File: src/sv/scp_pkg.sv
// Shared types, sizes and codes for the smoothed conditional probability counter.
package scp_pkg;

  localparam int MAX_DOMAIN     = 16;
  localparam int PARENT_CONFIGS = 256;
  localparam int COUNT_BITS     = 32;

  localparam int JOINT_DEPTH = MAX_DOMAIN * PARENT_CONFIGS;
  localparam int JOINT_AW    = $clog2(JOINT_DEPTH);
  localparam int PARENT_AW   = (PARENT_CONFIGS > 1) ? $clog2(PARENT_CONFIGS) : 1;

  // field widths
  localparam int CHILD_W  = 4;
  localparam int PARENT_W = 8;
  localparam int AMOUNT_W = 16;
  localparam int ALPHA_W  = 16;
  localparam int DOMAIN_W = 5;
  localparam int PROB_W   = 17;

  // alpha is Q8.8, result is Q1.16
  localparam int ALPHA_FRAC = 8;
  localparam int Q_FRAC     = 16;
  localparam int NUM_W      = COUNT_BITS + ALPHA_FRAC + 1;
  localparam int REM_W      = NUM_W + 1;
  localparam int STEP_W     = $clog2(Q_FRAC);

  localparam logic [PROB_W-1:0]   ONE_Q16      = PROB_W'(1) << Q_FRAC;
  localparam logic [ALPHA_W-1:0]  ALPHA_RESET  = ALPHA_W'(256);
  localparam logic [DOMAIN_W-1:0] DOMAIN_RESET = DOMAIN_W'(2);

  // configuration register indexes
  localparam int CFG_IDX_W = 1;
  localparam logic [CFG_IDX_W-1:0] CFG_ALPHA  = 1'b0;
  localparam logic [CFG_IDX_W-1:0] CFG_DOMAIN = 1'b1;

  // command codes
  localparam logic CMD_ADD   = 1'b0;
  localparam logic CMD_QUERY = 1'b1;

  typedef struct packed {
    logic                command;
    logic [CHILD_W-1:0]  child_value;
    logic [PARENT_W-1:0] parent_config;
    logic [AMOUNT_W-1:0] count_amount;
  } in_item_t;

  typedef struct packed {
    logic [PROB_W-1:0] probability;
    logic              divide_error;
  } out_item_t;

  typedef enum logic [2:0] {
    ST_CLEAR,
    ST_IDLE,
    ST_READ,
    ST_EXEC,
    ST_DIV,
    ST_OUT
  } state_e;

  typedef struct packed {
    logic clr_en;
    logic in_ready;
    logic rd_en;
    logic wr_en;
    logic div_start;
    logic out_load;
  } ctrl_cmd_t;

  typedef struct packed {
    logic clr_last;
    logic is_query;
    logic div_done;
    logic out_free;
  } dp_status_t;

endpackage

File: src/sv/scp_ctrl.sv
// Control state machine: clear sweep, read-modify-write for adds, divide for queries.
module scp_ctrl
  import scp_pkg::*;
(
  input  logic       clk_i,
  input  logic       rst_ni,
  input  logic       in_valid_i,
  input  dp_status_t status_i,
  output ctrl_cmd_t  cmd_o
);

  state_e state_q, state_d;

  always_comb begin
    state_d = state_q;
    unique case (state_q)
      ST_CLEAR: if (status_i.clr_last) state_d = ST_IDLE;
      ST_IDLE:  if (in_valid_i) state_d = ST_READ;
      ST_READ:  state_d = ST_EXEC;
      ST_EXEC:  state_d = status_i.is_query ? ST_DIV : ST_IDLE;
      ST_DIV:   if (status_i.div_done) state_d = ST_OUT;
      ST_OUT:   if (status_i.out_free) state_d = ST_IDLE;
      default:  state_d = ST_CLEAR;
    endcase
  end

  always_comb begin
    cmd_o = '0;
    unique case (state_q)
      ST_CLEAR: cmd_o.clr_en   = 1'b1;
      ST_IDLE:  cmd_o.in_ready = 1'b1;
      ST_READ:  cmd_o.rd_en    = 1'b1;
      ST_EXEC: begin
        cmd_o.wr_en     = !status_i.is_query;
        cmd_o.div_start = status_i.is_query;
      end
      ST_DIV:   cmd_o = '0;
      ST_OUT:   cmd_o.out_load = status_i.out_free;
      default:  cmd_o = '0;
    endcase
  end

  always_ff @(posedge clk_i or negedge rst_ni) begin
    if (!rst_ni) begin
      state_q <= ST_CLEAR;
    end else begin
      state_q <= state_d;
    end
  end

endmodule

File: config.mk
export PLATFORM = sky130hd
export DESIGN_NAME = scp_ctrl
export DESIGN_NICKNAME = d
export VERILOG_FILES = /design/src/sv/scp_pkg.sv /design/src/sv/scp_ctrl.sv
export SDC_FILE = /design/constraint.sdc
export NUM_CORES = 1
export LEC_CHECK = 0
export BUFFER_PORTS_ARGS = -buffer_cell sky130_fd_sc_hd__buf_2
export CAP_MARGIN = 20
export CELL_PAD_IN_SITES_DETAIL_PLACEMENT = 1
export CELL_PAD_IN_SITES_GLOBAL_PLACEMENT = 1
export CORE_AREA = 2 2 39 41
export CTS_BUF_LIST = sky130_fd_sc_hd__clkbuf_4 sky130_fd_sc_hd__clkbuf_8 sky130_fd_sc_hd__clkbuf_16
export CTS_CLUSTER_DIAMETER = 60
export DETAILED_ROUTE_END_ITERATION = 10
export DIE_AREA = 0 0 41 43
export PLACE_DENSITY = 0.6
export SETUP_SLACK_MARGIN = 0.02
export SYNTH_ARGS = -nofsm -noshare
export SYNTH_HDL_FRONTEND = slang
export SYNTH_SLANG_ARGS = --single-unit
export TNS_END_PERCENT = 100
File: constraint.sdc
create_clock -name clk_i -period 1.1 [get_ports clk_i]
set_clock_uncertainty 0.1 [all_clocks]
set_input_delay 0.275 -clock clk_i [delete_from_list [all_inputs] [get_ports clk_i]]
set_output_delay 0.275 -clock clk_i [all_outputs]
set_load 0.05 [all_outputs]
==> flow_metrics.py <==
metrics = {
    "setup_path": {
        "crit_type": "reg -> out",
        "cp_slowest_cell": "dfrtp_2",
        "critPathCaptureType": "primary output",
        "cp-start-kind": "register",
        "cp.required_ns": 0.72,
        "slowest_delay_ns": 0.43,
        "worstPathArrival_ns": 1.19,
        "crit_path_max_fanout": 3,
        "reg2regPathDepth": 8,
        "critical-path-top-delay-family": "flip-flops",
        "path_depth": 3,
        "path_cells": "nor2b_4 > and3_4 > buf_8",
        "crit_buf_inv": 1,
    },
    "cts": {
        "cts_tree": "done",
        "h-tree-depth": 1,
        "cts_buffers": 3,
        "cts_root_buffer": "clkbuf_4",
        "cts_sinks": 3,
        "clock_latency_ns": 0.23,
        "path_clk_slew_ns": 0.04,
        "clock_path_buffers": 2,
    },
    "sta": {
        "relSlewSlack_pct": 89.5,
        "finalSetupTns_ns": -3.49,
        "max_clock_freq_mhz": 640,
        "rsz0062_at_grt": "yes",
        "fin_ws_ns": -0.463,
        "hold_viol": 0,
        "setup_viol": 9,
        "fin_crit_sh_pct": 142,
        "maxSlewViolCount": 0,
        "tightestPinTransition_ns": 0.156,
        "finalCriticalPeriod_ns": 1.56,
    },
    "global_routing": {
        "antenna_found_initial": 0,
        "grt_usage_pct": 11.3,
        "grt_pass1_wl_um": 1300,
        "grt_max_degree": 6,
        "grt_pass1_vias": 326,
        "grt-ovfl-total": 0,
    },
    "route": {
        "route.detailed.drc": 0,
        "drt_wl_total_um": 878,
        "drt-initial-drc-count": 0,
        "detail-route-antenna-nets": 0,
        "vias_per_cell": 4.15,
        "dr.pass1.iters": 1,
        "routedWlPerCell_um": 12.0,
        "num_vias": 303,
    },
    "hold_path": {
        "min_path_cells": 3,
        "hp-class": "in -> reg",
    },
    "logic_synthesis": {
        "synth-seq-area-share_pct": 34.1,
        "ys_ff_latch": 3,
        "synth.avg_cell_area_um2": 8.81,
        "netlist_area_um2": 220,
        "synth_area_leader_cell": "dfrtp_1",
        "syn_nets": 32,
        "synth_cell_types": 18,
        "synth_top_area_share_pct": 34.1,
        "syn_inst": 25,
        "ys_top_cells_by_area": "dfrtp_1 34%, o211ai_1 6.8%, nor2b_4 6.3%",
        "synth_warnings": 0,
    },
    "flow_run": {
        "max_cap_viol_count": 0,
    },
    "final_layout": {
        "diodes": 0,
        "largest_register": "state_q",
        "largest_reg_flops": 3,
        "drive_gt1_share_pct": 84.2,
        "largestRegisters": "state_q (3)",
        "nNetsFinal": 65,
        "areaGrowthSynthToFinish_pct": 185,
        "final_cells": 73,
    },
    "status": {
        "status": "finished with violations",
        "violations": "negative setup slack",
    },
    "place": {
        "placed_cells": 61,
        "place_congestion": 0.650,
        "io_buffer_count": 12,
    },
    "die": {
        "core.rowCount": 14,
        "core_mm2": 0.00138,
        "die_h_um": 43,
        "die_x_um": 41,
        "start_util_pct": 15.9,
        "die-area_mm2": 0.00176,
        "ios": 13,
    },
    "pwr": {
        "leakage_nw": 0.292,
        "power.total_w": 0.00206,
        "power.density_mw_per_mm2": 3290,
        "ir_drop_v": 0.00138,
    },
}
[worst paths after layout]
check                             endpoint  startpoint  slack, ns
min in group asynchronous       state_q[0]      rst_ni       0.27
worst min-delay path            state_q[1]  in_valid_i       0.20
worst max-delay path              cmd_o[1]  state_q[2]      -0.46
worst min register to register  state_q[1]  state_q[2]       0.59
max in group asynchronous       state_q[1]      rst_ni       0.52
worst max register to register  state_q[0]  state_q[1]      -0.41
[cells by family (layout without fill, tap and decap cells)]
kind of cell,after synthesis,after routing,share of synthesized area [%]
buffers and inverters,2,34,5.11
and+or+nand+nor,14,14,39.2
muxes,1,1,4.55
AOI/OAI and AO/OA,5,5,17.0
DFF,3,3,34.1
[tightest hold or removal path, delay by kind of cell]
family,cells,cell delay [ns]
buffers and inverters,1,0.09
AOI/OAI and AO/OA,1,0.05
and+or+nand+nor,1,0.07
[stage by stage]
stage	area, µm²	hold WS [ns]	utilization, %	setup WS [ns]
global route	627	0.207	45.3	-0.495
CTS	557	0.203	40.2	-0.448
floorplan	265	-0.121	-	-0.255
global placement	414	-0.0246	29.9	-0.280
finish	627	0.202	45.3	-0.463
detailed placement	414	-0.0245	29.9	-0.293
[power by group]
part	switching [W]	internal (W)
clock	0.0000588	0.000161
combinational	0.000753	0.000846
sequential	0.0000736	0.000174
[cell usage in the layout, fill, tap and decap left out]
master / synthesis / routed
nor2b_4: 1 / 2
buf_4: 1 / 8
mux2i_1: 1 / 1
buf_2: 0 / 6
and2b_1: 1 / 1
buf_8: 0 / 2
o2bb2ai_4: 0 / 1
clkbuf_4: 0 / 4
buf_6: 0 / 11
nor3_4: 0 / 2
a21oi_1: 1 / 1
buf_12: 0 / 1
nand2b_4: 0 / 1
nor2_4: 0 / 1
and3_4: 1 / 2
dfrtp_2: 0 / 3
a31o_4: 0 / 1
dlygate4sd3_1: 0 / 1
nand2_2: 0 / 1
nand2_1: 3 / 2
inv_6: 0 / 1
and2_2: 0 / 1
nor2_1: 2 / 1
o211ai_1: 2 / 2
[layout make-up]
type / count / area (µm²)
inverter: 1 / 8.76
timing repair buffer: 29 / 274
tap: 16 / 20.0
clock buffer: 4 / 30.0
multi-input combinational: 20 / 215
fill: 156 / 757
sequential: 3 / 78.8
[repair_timing]
action	4_1_cts	5_1_grt
pin swaps	6	3
hold buffers	1	0
hold endpoints to repair	3	0
endpoints found under the setup margin	9	9
gates resized for setup	20	10
buffers inserted	4	3
[per-layer routing]
layer | part of all wire (%) | up-vias | global-route usage, %
li1 | - | 151 | -
met1 | 44 | 138 | 13.9
met3 | 7.1 | 0 | 6.81
met2 | 49 | 14 | 17.5
met4 | 0 | 0 | 0
met5 | 0 | - | 0
[cells in the mapped netlist]
master,instances
and3_1,1
nand2b_1,1
mux2i_1,1
a21oi_1,1
nor3_1,2
and2_1,1
nand2_1,3
nor2b_1,1
dfrtp_1,3
and2b_1,1
and3_4,1
o211ai_1,2
inv_1,1
o2bb2ai_1,1
a31o_2,1
nor2b_4,1
nor2_1,2
buf_4,1
Power figures use the tool's default switching activity.
